==> src/hdl/wsfe_pkg.sv <==
// wsfe_pkg: shared constants for the WebSocket masked frame encoder.
// No dependencies; used by the core and its checker.
package wsfe_pkg;

	// default width of the counted payload length
	localparam int LENGTH_BITS_DEFAULT = 32;

	// input command codes
	localparam logic CMD_START = 1'b0;
	localparam logic CMD_DATA  = 1'b1;

	// length encoding thresholds and codes
	localparam logic [63:0] TINY_LIMIT  = 64'd125;
	localparam logic [63:0] SHORT_LIMIT = 64'd65535;
	localparam logic [7:0]  MASK_FLAG   = 8'h80;
	localparam logic [7:0]  SHORT_CODE  = 8'd126;
	localparam logic [7:0]  LONG_CODE   = 8'd127;

	// header layout
	localparam int KEY_BYTES   = 4;
	localparam int SHORT_EXT   = 2;
	localparam int LONG_EXT    = 8;
	localparam int MAX_BYTES   = 2 + LONG_EXT + KEY_BYTES;
	localparam int CNT_BITS    = $clog2(MAX_BYTES);

	localparam logic [CNT_BITS-1:0] LAST_TINY  = CNT_BITS'(2 + KEY_BYTES - 1);
	localparam logic [CNT_BITS-1:0] LAST_SHORT = CNT_BITS'(2 + SHORT_EXT + KEY_BYTES - 1);
	localparam logic [CNT_BITS-1:0] LAST_LONG  = CNT_BITS'(MAX_BYTES - 1);

	// key byte 0 is the most significant byte
	function automatic logic [7:0] key_byte(input logic [31:0] key, input logic [1:0] idx);
		logic [7:0] b;
		case (idx)
			2'd0: b = key[31:24];
			2'd1: b = key[23:16];
			2'd2: b = key[15:8];
			2'd3: b = key[7:0];
			default: b = key[31:24];
		endcase
		return b;
	endfunction

endpackage

==> src/hdl/websocket_masked_frame_encoder_core.sv <==
// Client-side WebSocket frame encoder: one input register, one output register.
// Depends on wsfe_pkg for codes, limits and the key byte select.
// An item waits in the input register while the output is stalled, then its bytes pass
// one at a time through the one-byte output register: 6, 8 or 14 header bytes for a start,
// one for a payload item, none for a dropped one; a new item is taken as its last byte leaves.
// Reset (arst_n low, asynchronous): no item held, no output valid, no frame open,
// key, key index and byte count cleared.
module websocket_masked_frame_encoder_core #(
	parameter int LENGTH_BITS = wsfe_pkg::LENGTH_BITS_DEFAULT
) (
	input  logic        clk,
	input  logic        arst_n,
	// input channel
	input  logic        in_valid,
	output logic        in_ready,
	input  logic        command,
	input  logic [7:0]  header_byte,
	input  logic [31:0] payload_length,
	input  logic [31:0] mask_key,
	input  logic [7:0]  data_byte,
	// output channel
	output logic        out_valid,
	input  logic        out_ready,
	output logic [7:0]  out_byte,
	output logic        end_of_run,
	output logic        end_of_frame
);

	// counted length: the 32-bit field cut to LENGTH_BITS
	localparam int LW = (LENGTH_BITS < 32) ? LENGTH_BITS : 32;
	localparam int CW = wsfe_pkg::CNT_BITS;
	localparam int NB = wsfe_pkg::MAX_BYTES;

	// input register: the item being emitted
	logic          valid_s1;
	logic          cmd_s1;
	logic [7:0]    header_s1;
	logic [LW-1:0] len_s1;
	logic [31:0]   key_s1;
	logic [7:0]    data_s1;
	logic [CW-1:0] cnt_q;     // next header byte position of a start

	// frame state, updated when the last byte of an item is emitted
	logic [31:0]   key_store_q;
	logic [1:0]    key_index_q;
	logic [LW-1:0] bytes_remaining_q;
	logic          frame_open_q;

	// output register
	logic          out_valid_q;
	logic [7:0]    out_byte_q;
	logic          end_of_run_q;
	logic          end_of_frame_q;

	logic [63:0]   len64;
	logic [7:0]    frame_bytes [NB];
	logic [CW-1:0] last_idx;
	logic          out_free;
	logic          drop;
	logic          emit;
	logic          last;
	logic          s1_done;
	logic          accept;
	logic [LW-1:0] rem_next;
	logic          data_done;
	logic [7:0]    emit_byte;
	logic          emit_eor;
	logic          emit_eof;

	assign len64 = {{(64 - LW){1'b0}}, len_s1};

	// header bytes of the held start, laid out by length class
	always_comb begin
		for (int i = 0; i < NB; i++) begin
			frame_bytes[i] = 8'h00;
		end
		frame_bytes[0] = header_s1;
		if (len64 <= wsfe_pkg::TINY_LIMIT) begin
			frame_bytes[1] = wsfe_pkg::MASK_FLAG | {1'b0, len64[6:0]};
			for (int k = 0; k < wsfe_pkg::KEY_BYTES; k++) begin
				frame_bytes[2 + k] = wsfe_pkg::key_byte(key_s1, 2'(k));
			end
			last_idx = wsfe_pkg::LAST_TINY;
		end else if (len64 <= wsfe_pkg::SHORT_LIMIT) begin
			frame_bytes[1] = wsfe_pkg::MASK_FLAG | wsfe_pkg::SHORT_CODE;
			frame_bytes[2] = len64[15:8];
			frame_bytes[3] = len64[7:0];
			for (int k = 0; k < wsfe_pkg::KEY_BYTES; k++) begin
				frame_bytes[2 + wsfe_pkg::SHORT_EXT + k] = wsfe_pkg::key_byte(key_s1, 2'(k));
			end
			last_idx = wsfe_pkg::LAST_SHORT;
		end else begin
			frame_bytes[1] = wsfe_pkg::MASK_FLAG | wsfe_pkg::LONG_CODE;
			for (int j = 0; j < wsfe_pkg::LONG_EXT; j++) begin
				frame_bytes[2 + j] = len64[63 - 8 * j -: 8];
			end
			for (int k = 0; k < wsfe_pkg::KEY_BYTES; k++) begin
				frame_bytes[2 + wsfe_pkg::LONG_EXT + k] = wsfe_pkg::key_byte(key_s1, 2'(k));
			end
			last_idx = wsfe_pkg::LAST_LONG;
		end
	end

	// payload byte bookkeeping
	assign rem_next  = bytes_remaining_q - LW'(1);
	assign data_done = (rem_next == '0);

	// handshake control
	assign out_free = !out_valid_q || out_ready;
	assign drop     = valid_s1 && (cmd_s1 == wsfe_pkg::CMD_DATA) && !frame_open_q;
	assign emit     = valid_s1 && !drop && out_free;
	assign last     = (cmd_s1 == wsfe_pkg::CMD_DATA) || (cnt_q == last_idx);
	assign s1_done  = drop || (emit && last);
	assign in_ready = !valid_s1 || s1_done;
	assign accept   = in_valid && in_ready;

	// byte that goes to the output register this cycle
	always_comb begin
		if (cmd_s1 == wsfe_pkg::CMD_DATA) begin
			emit_byte = data_s1 ^ wsfe_pkg::key_byte(key_store_q, key_index_q);
			emit_eor  = 1'b1;
			emit_eof  = data_done;
		end else begin
			emit_byte = frame_bytes[cnt_q];
			emit_eor  = (cnt_q == last_idx);
			emit_eof  = (cnt_q == last_idx) && (len_s1 == '0);
		end
	end

	// input register payload: no reset needed
	always_ff @(posedge clk) begin
		if (accept) begin
			cmd_s1    <= command;
			header_s1 <= header_byte;
			len_s1    <= payload_length[LW-1:0];
			key_s1    <= mask_key;
			data_s1   <= data_byte;
		end
	end

	// input register control and header position
	always_ff @(posedge clk or negedge arst_n) begin
		if (!arst_n) begin
			valid_s1 <= 1'b0;
			cnt_q    <= '0;
		end else begin
			if (accept) begin
				valid_s1 <= 1'b1;
				cnt_q    <= '0;
			end else begin
				if (s1_done) begin
					valid_s1 <= 1'b0;
				end
				if (emit && !last) begin
					cnt_q <= cnt_q + CW'(1);
				end
			end
		end
	end

	// frame state: a start replaces it, a payload byte that is not dropped advances it
	always_ff @(posedge clk or negedge arst_n) begin
		if (!arst_n) begin
			key_store_q       <= '0;
			key_index_q       <= '0;
			bytes_remaining_q <= '0;
			frame_open_q      <= 1'b0;
		end else if (emit && last) begin
			if (cmd_s1 == wsfe_pkg::CMD_START) begin
				key_store_q       <= key_s1;
				key_index_q       <= '0;
				bytes_remaining_q <= len_s1;
				frame_open_q      <= (len_s1 != '0);
			end else begin
				key_index_q       <= key_index_q + 2'd1;
				bytes_remaining_q <= rem_next;
				frame_open_q      <= !data_done;
			end
		end
	end

	// output register
	always_ff @(posedge clk or negedge arst_n) begin
		if (!arst_n) begin
			out_valid_q <= 1'b0;
		end else if (emit) begin
			out_valid_q <= 1'b1;
		end else if (out_ready) begin
			out_valid_q <= 1'b0;
		end
	end

	always_ff @(posedge clk) begin
		if (emit) begin
			out_byte_q     <= emit_byte;
			end_of_run_q   <= emit_eor;
			end_of_frame_q <= emit_eof;
		end
	end

	assign out_valid    = out_valid_q;
	assign out_byte     = out_byte_q;
	assign end_of_run   = end_of_run_q;
	assign end_of_frame = end_of_frame_q;

endmodule

==> config.mk <==
export PLATFORM = sky130hd
export DESIGN_NAME = websocket_masked_frame_encoder_core
export DESIGN_NICKNAME = d
export VERILOG_FILES = /design/src/hdl/wsfe_pkg.sv /design/src/hdl/websocket_masked_frame_encoder_core.sv
export SDC_FILE = /design/constraint.sdc
export NUM_CORES = 1
export LEC_CHECK = 0
export ABC_AREA = 1
export BUFFER_PORTS_ARGS = -buffer_cell sky130_fd_sc_hd__buf_4
export CAP_MARGIN = 10
export CORE_MARGIN = 2
export CORE_UTILIZATION = 64
export DETAILED_ROUTE_END_ITERATION = 7
export HOLD_SLACK_MARGIN = 0.02
export PLACE_DENSITY = 0.86
export SLEW_MARGIN = 10
export SYNTH_ARGS = -nofsm -noshare
export SYNTH_HDL_FRONTEND = slang
export SYNTH_SLANG_ARGS = --single-unit
==> constraint.sdc <==
create_clock -name clk -period 5.6 [get_ports clk]
set_input_delay 1.12 -clock clk [delete_from_list [all_inputs] [get_ports clk]]
set_output_delay 1.12 -clock clk [all_outputs]
set_load 0.01 [all_outputs]
=== Yosys cells after proc, flatten, opt, wreduce, memory -nomap -nowiden ===
Cells that the tools add are included.

* Bits in registers: 164
* Input port bits: 85
* Output and inout port bits: 12
* Word-level logic and storage cells: 76

* Add/subtract/negate cells: 3
* Order comparisons: 3
* Eq/ne operators: 4
* Multiplexer cells: 22
* Bitwise operators: 3
* Reductions and logical operators: 26

{| class="wikitable"
|+ Operators with widths
! cell !! number
|-
| $logic_not A32 Y1 || 2
|-
| $mux W64 || 1
|-
| $mux W49 || 1
|-
| $mux W48 || 1
|-
| $mux W39 || 1
|-
| $bmux W8 S4 || 1
|-
| $le A32 B16 Y1 const B || 1
|-
| $le A32 B7 Y1 const B || 1
|-
| $mux W32 || 1
|-
| $mux W8 || 4
|-
| $pmux W8 S4 || 1
|-
| $reduce_bool A32 Y1 || 1
|-
| $sub A32 B1 Y32 const B || 1
|-
| $mux W4 || 4
|-
| $logic_and A1 B1 Y1 || 8
|-
| $xor A8 B8 Y8 || 1
|-
| $logic_not A1 Y1 || 6
|-
| $mux W1 || 6
|-
| $reduce_bool A2 Y1 || 3
|-
| $ge A5 B5 Y1 const B || 1
|-
| $not A4 Y5 || 1
|-
| $add A4 B1 Y4 const B || 1
|-
| $eq A2 B2 Y1 const B || 2
|-
| $eq A4 B4 Y1 || 1
|-
| other kinds (7) || 10
|}

=== Depth between registers and ports, before layout ===
Gate-level depths: netlist of run 1.

* Depth in word-level cells: 10
* Depth in mapped cells: 16
* Gate-level depth less buffers: 15

=== Worst setup path before layout of run 1 ===
No wires, ideal clock.

* Path kind: input-to-reg
* Start: in out_ready
* End: reg cmd_s1 (enable)
* Setup time: 436 ps
* Arrival: 3606 ps
* Required time: 5164 ps
* Slack: 1558 ps
* Stages on the path: 8
* Buffers on the path: 0
* Path through: inv_1 nand2_1 nand2_1 inv_1 nand2_4 nand2_1 nand2_1 inv_1

* Longest elaborated chain between the ends: 6

{| class="wikitable"
|+ RTL lines
! element !! RTL line !! RTL
|-
| start: declaration || websocket_masked_frame_encoder_core.sv:23 || <nowiki>input logic out_ready,</nowiki>
|-
| $logic_or A1 B1 Y1 || websocket_masked_frame_encoder_core.sv:109 || <nowiki>assign out_free = !out_valid_q || out_ready;</nowiki>
|-
| $logic_and A1 B1 Y1 || websocket_masked_frame_encoder_core.sv:111 || <nowiki>assign emit = valid_s1 && !drop && out_free;</nowiki>
|-
| net emit || websocket_masked_frame_encoder_core.sv:60 || <nowiki>logic emit;</nowiki>
|-
| $logic_and A1 B1 Y1 || websocket_masked_frame_encoder_core.sv:113 || <nowiki>assign s1_done = drop || (emit && last);</nowiki>
|-
| $logic_or A1 B1 Y1 || websocket_masked_frame_encoder_core.sv:113 ||
|-
| $logic_or A1 B1 Y1 || websocket_masked_frame_encoder_core.sv:114 || <nowiki>assign in_ready = !valid_s1 || s1_done;</nowiki>
|-
| net in_ready || websocket_masked_frame_encoder_core.sv:15 || <nowiki>output logic in_ready,</nowiki>
|-
| $logic_and A1 B1 Y1 || websocket_masked_frame_encoder_core.sv:115 || <nowiki>assign accept = in_valid && in_ready;</nowiki>
|-
| net accept || websocket_masked_frame_encoder_core.sv:63 || <nowiki>logic accept;</nowiki>
|-
| end signal: assignment || websocket_masked_frame_encoder_core.sv:133 || <nowiki>cmd_s1 <= command;</nowiki>
|-
| end: declaration || websocket_masked_frame_encoder_core.sv:36 || <nowiki>logic cmd_s1;</nowiki>
|}

The timed path passes the listed nets, and every way through them passes these cells.
A chain may end at the register's enable or synchronous reset.

=== Worst setup path after layout of run 1 ===
* Start: reg len_s1[13]
* End: out in_ready

* Longest elaborated chain between the ends: 8
* Elaborated cells between the ends (all ways): 9
* Classes of those cells: order compare: 2; eq/ne: 1; mux: 2; reduce/logical: 4

{| class="wikitable"
|+ RTL lines
! element !! RTL line !! RTL
|-
| start: declaration || websocket_masked_frame_encoder_core.sv:38 || <nowiki>logic [LW-1:0] len_s1;</nowiki>
|-
| start signal: assignment || websocket_masked_frame_encoder_core.sv:135 || <nowiki>len_s1 <= payload_length[LW-1:0];</nowiki>
|-
| $le A32 B16 Y1 || websocket_masked_frame_encoder_core.sv:84 || <nowiki>end else if (len64 <= wsfe_pkg::SHORT_LIMIT) begin</nowiki>
|-
| $mux W4 || websocket_masked_frame_encoder_core.sv:84 ||
|-
| $mux W4 * || websocket_masked_frame_encoder_core.sv:78 || <nowiki>if (len64 <= wsfe_pkg::TINY_LIMIT) begin</nowiki>
|-
| $eq A4 B4 Y1 * || websocket_masked_frame_encoder_core.sv:112 || <nowiki>assign last = (cmd_s1 == wsfe_pkg::CMD_DATA) || (cnt_q == last_idx);</nowiki>
|-
| $logic_or A1 B1 Y1 * || websocket_masked_frame_encoder_core.sv:112 ||
|-
| $logic_and A1 B1 Y1 * || websocket_masked_frame_encoder_core.sv:113 ||
|-
| $logic_or A1 B1 Y1 * || websocket_masked_frame_encoder_core.sv:113 ||
|-
| $logic_or A1 B1 Y1 * || websocket_masked_frame_encoder_core.sv:114 ||
|-
| end: declaration || websocket_masked_frame_encoder_core.sv:15 ||
|}

Mark *: on every way between the ends. The rest lies on a longest branch, timed or not.

==> run_results.csv, run 1 <==
group,metric,value,unit
outcome,run_status,"finished clean",
grt,met1_usage,0.5052,
synth,async_reset_ff_frac,0.4451,
synth,ys.flop_type,"edfxtp_1",
setup_path,worst_setup_path_start_kind,"flop",
min_path,hold_path_end,"key_store_q[17]$_DFFE_PN0P_",
grt,grtUsageTotal,0.3549,
timing,whs,0.4826,ns
setup_path,r2r_start,"len_s1[13]$_DFFE_PP_",
synth,synthCells,1088,
floorplan,fp.dieH,121.1,um
cells_and_area,syn_to_final_growth,15.60,%
routing,vias_per_cell,6.067,
setup_path,crit_family,"simple AND/OR/NAND/NOR gates",
placement,placed_area,9523,um2
grt,grt_max_degree,74,
timing,fmax,0.2719,GHz
setup_path,worst_path_max_delay_cell,"edfxtp_1",
routing,antenna_left,0,
grt,grt_overflow_total,0,
synth,avgSynthCellArea,8.059,um2
synth,post_synth_num_cell_types,37,
cells_and_area,final_nets,1256,
synth,yosys_register_bits,164,
routing,drc,0,
setup_path,ff2ff_setup_slack,2.11,ns
power_and_ir_drop,pwr_density_cell,527.1,nW/um2
floorplan,num_rows,42,
setup_path,crit_type,"reg -> out",
clock_tree,cts_tree,"built",
timing,fin_crit,3.678,ns
clock_tree,clk_path_buf_depth,2,
floorplan,io_pins,97,
timing,tightest_slew,0.9838,ns
routing,drt_iter0_drc,1403,
routing,route.detailed.wl_per_inst,18.62,um
grt,grt_pass1_vias,7563,
setup_path,cp-end-kind,"primary output",
setup_path,cp_max_fo,15,
min_path,holdPathStages,2,
cells_and_area,final_area,10140,um2
floorplan,die_area,14650,um2
grt,grt_pass1_wl,39250,um
cells_and_area,num-fill-cells,990,
placement,place.gp.congestion,0.9836,
floorplan,die_w,121.1,um
setup_path,path_cells,"inv_1, nand3_1, nor2_1, nand3_2, nand2_1, nand2_1, nand2_1, nand2_2, nand2_4, nand2_4, nand2_1, buf_4",
timing,fin_skew,0.009281,ns
cells_and_area,antenna_cells,0,
clock_tree,cts_sinks,164,
grt,use_met3,0.08929,
clock_tree,cts_buffers,17,
clock_tree,cts.root.buffer_cell,"clkbuf_16",
floorplan,core_area,13300,um2
timing,post-route-period-util,0.6569,
timing,setup_violations,0,
grt,antenna_found_initial,0,
synth,syn-num-nets,1180,
routing,drt_pass1_iterations,6,
clock_tree,clk-insertion-delay-late,0.44,ns
job,cap_violations,0,
setup_path,r2r_end,"bytes_remaining_q[28]$_DFFE_PN0P_",
cells_and_area,mostFrequentLayoutCells,"nand2_1, nor2_1, buf_4",
placement,hpwl,17400,um
clock_tree,cts.hold.buffers_added,0,
timing,hold_violations,0,
min_path,hp-class,"reg -> reg",
setup_path,cp.arrival,2.56,ns
synth,syn_area,8768,um2
synth,synth.yosys.warnings,0,
timing,setup-tns-final,0,ns
routing,vias,8208,
floorplan,start_util,0.6595,
clock_tree,cts_setup_buffers,0,
power_and_ir_drop,cellLeakagePower,4.512,nW
clock_tree,clkTransAtPathRegs,0.07,ns
setup_path,reg2reg_depth,14,
synth,yosysTopAreaCell,"edfxtp_1",
power_and_ir_drop,ir_drop,353.6,uV
cells_and_area,drive_above_1_share,0.1308,
synth,synth-edff-count,91,
setup_path,cp_common_cell,"nand2_1",
grt,busiest_layer,"met2",
setup_path,critPathMaxStageDelay,0.44,ns
clock_tree,htree_levels,4,
synth,yosysSeqAreaShare,0.5200,
routing,wirelength,25200,um
setup_path,worst_ep_required_time,4.48,ns
setup_path,cp_num_buf_inv,2,
timing,rsz0062_at_grt,"no",
min_path,hold_start,"key_store_q[17]$_DFFE_PN0P_",
timing,maxSlewHeadroom,0.3441,
setup_path,startpoint,"len_s1[13]$_DFFE_PP_",
timing,report.final.slew_viol_count,0,
clock_tree,cts_resized,0,
cells_and_area,final_common_cell,"nand2_1",
placement,port_buffers,96,
synth,synth_top_area_frac,0.3116,
synth,ys_top_cells_by_area,"edfxtp_1, dfrtp_1, nand2_1",
grt,grtUsageMet2,0.5355,
-- worst max-delay path by stage --
stage | to | slack [ns] | cells past startpoint
after detailed placement | bytes_remaining_q[3]$_DFFE_PN0P_ | 2.08 | 10
final | in_ready | 1.92 | 12
after CTS | in_ready | 1.96 | 12
after floorplan | cmd_s1$_DFFE_PP_ | 1.56 | 8
after global placement | bytes_remaining_q[0]$_DFFE_PN0P_ | 2.23 | 10
after global routing | in_ready | 1.76 | 12
-- cells by family after synthesis --
| logic type | count (synthesis) | synth area share |
|---|---|---|
| buffers and inverters | 138 | 0.06764 |
| adders and majority gates | 7 | 0.009988 |
| and+or+nand+nor | 593 | 0.2798 |
| DFF | 164 | 0.5200 |
| xor gates and xnor gates | 19 | 0.01898 |
| AOI/OAI and AO/OA | 167 | 0.1036 |
-- cell type report --
cell class                 instances  area [um2]  share of cell area
sequential                       164        4559              0.4498
multi-input combinational        786        3616              0.3567
timing repair buffer             103       773.2             0.07629
clock buffer                      17       425.4             0.04197
inverter                          92       354.1             0.03493
tap                              176       220.2             0.02173
clock inverter                    15       187.7             0.01852
-- state kept, by name, summed over array words and instances (netlist names) --
register           flops
frame_open_q           1
bytes_remaining_q     32
key_store_q           32
end_of_run             1
out_byte               8
len_s1                32
data_s1                8
header_s1              8
end_of_frame           1
key_index_q            2
cnt_q                  4
key_s1                32
cmd_s1                 1
valid_s1               1
out_valid              1
-- where the power goes --
part / leakage (nW) / internal [mW] / switching (mW)
Combinational: 2.46 / 0.630 / 1.41
Clock: 0.295 / 0.677 / 0.532
Sequential: 1.76 / 1.75 / 0.344
-- cell usage after synthesis (2+ instances only) --
cell type / instances
nand2_1: 299
nor2_1: 173
edfxtp_1: 91
inv_1: 87
nand3_1: 77
dfrtp_1: 73
o21ai_0: 73
a21oi_1: 36
clkbuf_1: 26
o22ai_1: 23
o21ai_1: 22
nand4_1: 17
xnor2_1: 13
buf_2: 9
nor3_1: 8
ha_1: 7
o2111ai_1: 7
xor2_1: 6
buf_1: 4
buf_6: 4
nand2_4: 4
nor2_2: 4
o211ai_1: 4
nand3b_1: 3
a21oi_2: 2
buf_8: 2
inv_2: 2
nand2_2: 2
nor4_1: 2
-- worst min-delay path, stage by stage (launching register included) --
cell	delay (ns)
dfrtp_1	0.35
nand2_1	0.05
nand2_1	0.05
-- per-layer routing --
metal  vias to the layer above  wire, um
li1                       3753         -
met2                       611     11250
met3                        71      3118
met5                         -         0
met1                      3773     10140
met4                         0       688
-- per-stage QoR --
step	worst slack, ns	power (mW)	util	cells
6_report	1.922	5.342	0.7624	1353
4_1_cts	1.958	5.268	0.7624	1353
2_1_floorplan	1.558	3.388	-	1088
3_3_place_gp	2.231	3.980	0.7163	1321
5_1_grt	1.761	5.624	0.7624	1353
3_5_place_dp	2.079	4.027	0.7163	1321
No activity file was read; power rests on OpenSTA's default activity.
==> run 2, diff against run 1 <==
--- a/config.mk
+++ b/config.mk
@@ -9,10 +9,10 @@
 export BUFFER_PORTS_ARGS = -buffer_cell sky130_fd_sc_hd__buf_4
 export CAP_MARGIN = 10
 export CORE_MARGIN = 2
-export CORE_UTILIZATION = 64
+export CORE_UTILIZATION = 59
 export DETAILED_ROUTE_END_ITERATION = 7
 export HOLD_SLACK_MARGIN = 0.02
-export PLACE_DENSITY = 0.86
+export PLACE_DENSITY = 0.8
 export SLEW_MARGIN = 10
 export SYNTH_ARGS = -nofsm -noshare
 export SYNTH_HDL_FRONTEND = slang
==> constraint.sdc (replaced) <==
create_clock -name clk -period 3.5 [get_ports clk]
set_input_delay 0.7 -clock clk [delete_from_list [all_inputs] [get_ports clk]]
set_output_delay 0.7 -clock clk [all_outputs]
set_load 0.01 [all_outputs]
==> run_results.csv, run 2 (synthesized netlist as in run 1, its figures left out) <==
group,metric,value,unit
power_and_ir_drop,pwr_density_cell,842.6,nW/um2
setup_path,crit_type,"reg -> out",
grt,grt_pass1_vias,7397,
setup_path,cp.arrival,2.45,ns
setup_path,path_cells,"nor2_1, nand3_1, nor2_1, nand3_2, nand2_1, nand2_1, nand2_1, nand2_2, nand2_4, nand2_4, nand2_1, buf_4",
setup_path,critPathMaxStageDelay,0.41,ns
cells_and_area,final_nets,1262,
setup_path,cp-end-kind,"primary output",
routing,wirelength,26030,um
timing,report.final.slew_viol_count,0,
placement,place.gp.congestion,0.9852,
setup_path,cp_max_fo,15,
timing,fin_crit,3.146,ns
clock_tree,cts_resized,0,
floorplan,num_rows,44,
floorplan,fp.dieH,125.9,um
power_and_ir_drop,p_sw,3.605,mW
timing,setup_violations,0,
outcome,run_status,"finished clean",
cells_and_area,mostFrequentLayoutCells,"nand2_1, nor2_1, buf_4",
timing,fmax,0.3178,GHz
clock_tree,cts_setup_buffers,0,
timing,rsz0062_at_grt,"no",
routing,drc,0,
power_and_ir_drop,cellLeakagePower,4.545,nW
setup_path,ff2ff_setup_slack,0.48,ns
cells_and_area,final_util,0.7019,
routing,route.detailed.wl_per_inst,19.04,um
power_and_ir_drop,seq_power_share,0.388,
setup_path,cp_common_cell,"nand2_1",
setup_path,worst_ep_required_time,2.80,ns
setup_path,worst_path_max_delay_cell,"edfxtp_1",
setup_path,reg2reg_depth,14,
floorplan,die_w,125.9,um
grt,grt_pass1_wl,40470,um
power_and_ir_drop,ir_drop,587.3,uV
power_and_ir_drop,internal_power,4.990,mW
setup_path,r2r_start,"len_s1[14]$_DFFE_PP_",
timing,maxSlewHeadroom,0.3325,
grt,grt_overflow_total,0,
cells_and_area,syn_to_final_growth,16.34,%
power_and_ir_drop,power_frac_comb,0.383,
routing,drt_iter0_drc,1225,
power_and_ir_drop,swShare,0.4194,
routing,drt_pass1_iterations,5,
setup_path,r2r_end,"header_s1[6]$_DFFE_PP_",
clock_tree,clkTransAtPathRegs,0.07,ns
grt,grtUsageTotal,0.3321,
placement,port_buffers,96,
cells_and_area,final_common_cell,"nand2_1",
floorplan,die_area,15850,um2
clock_tree,cts_sinks,164,
floorplan,start_util,0.6033,
routing,vias_per_cell,5.939,
clock_tree,cts.hold.buffers_added,0,
cells_and_area,drive_above_1_share,0.1344,
grt,grt_max_degree,74,
timing,hold_violations,0,
placement,post-place-ws,0.5586,ns
clock_tree,htree_levels,4,
cells_and_area,antenna_cells,0,
timing,tightest_slew,1.001,ns
power_and_ir_drop,power_frac_clock,0.229,
routing,vias,8119,
clock_tree,clk-insertion-delay-late,0.43,ns
timing,finalWorstSetupSlack,0.3537,ns
clock_tree,cts_tree,"built",
clock_tree,clk_path_buf_depth,2,
min_path,hp-class,"in -> async",
setup_path,worst_setup_path_start_kind,"flop",
grt,antenna_found_initial,0,
placement,hpwl,18800,um
job,cap_violations,0,
clock_tree,cts.root.buffer_cell,"clkbuf_16",
timing,setup-tns-final,0,ns
clock_tree,cts_buffers,17,
floorplan,core_area,14530,um2
routing,antenna_left,0,
floorplan,io_pins,97,
timing,fin_skew,0.006417,ns
timing,post-route-period-util,0.8989,
==> run 2: changes by cell type in the layout (fill, tap and decap cells not counted) <==
cell	previous run	this run
clkbuf_1	0	1
buf_4	103	109
clkinv_2	2	1
bufinv_16	2	3
clkinv_4	1	3
inv_8	2	4
clkinv_8	2	0
inv_6	6	3
==> run 2: worst max path at each step <==
stage / from / to / slack [ns] / depth (start not counted)
after CTS: len_s1[14]$_DFFE_PP_ / in_ready / 0.37 / 12
after global placement: len_s1[14]$_DFFE_PP_ / header_s1[5]$_DFFE_PP_ / 0.70 / 14
final: len_s1[14]$_DFFE_PP_ / in_ready / 0.35 / 12
after floorplan: len_s1[30]$_DFFE_PP_ / cmd_s1$_DFFE_PP_ / 0.28 / 14
after detailed placement: len_s1[14]$_DFFE_PP_ / header_s1[5]$_DFFE_PP_ / 0.56 / 14
after global routing: len_s1[14]$_DFFE_PP_ / in_ready / 0.12 / 12
==> run 2: final cells by class <==
type,instances,area [um2]
fill,1151,4333
timing repair buffer,109,818.3
inverter,92,356.6
tap,184,230.2
clock buffer,18,429.2
sequential,164,4559
multi-input combinational,786,3616
clock inverter,14,191.4
==> run 2: per-layer routing <==
metal / track usage / part of all wire / up-vias / wire length [um]
met1: 0.5132 / 0.43 / 3789 / 11290
met4: 0.07822 / 0.020 / 0 / 525
met5: 0 / 0 / - / 0
met2: 0.4915 / 0.44 / 509 / 11500
met3: 0.06245 / 0.10 / 47 / 2705
li1: - / - / 3774 / -
==> run 2: through the flow <==
| stage | instances | power (mW) | area, um2 | hold slack (ns) |
|---|---|---|---|---|
| floorplan | 1088 | 5.416 | 8772 | 0.4044 |
| global placement | 1335 | 6.456 | 9580 | 0.4499 |
| detailed placement | 1335 | 6.527 | 9580 | 0.4579 |
| CTS | 1367 | 8.506 | 10200 | 0.4342 |
| global route | 1367 | 9.085 | 10200 | 0.4291 |
| finish | 1367 | 8.595 | 10200 | 0.4278 |
==> run 2: critical path: cells and delay by family, from the launching register on <==
family        cells  cell delay [ns]
flops             1             0.41
simple gates     11             1.46
buf+inv           1             0.14
==> run 2: power groups by stage <==
stage / clock network [mW] / registers (mW) / logic (mW)
after floorplan: 0 / 3.21 / 2.21
after global placement: 0 / 3.33 / 3.13
after detailed placement: 0 / 3.34 / 3.18
after CTS: 1.97 / 3.32 / 3.21
after global routing: 2.05 / 3.40 / 3.64
final: 1.96 / 3.34 / 3.29
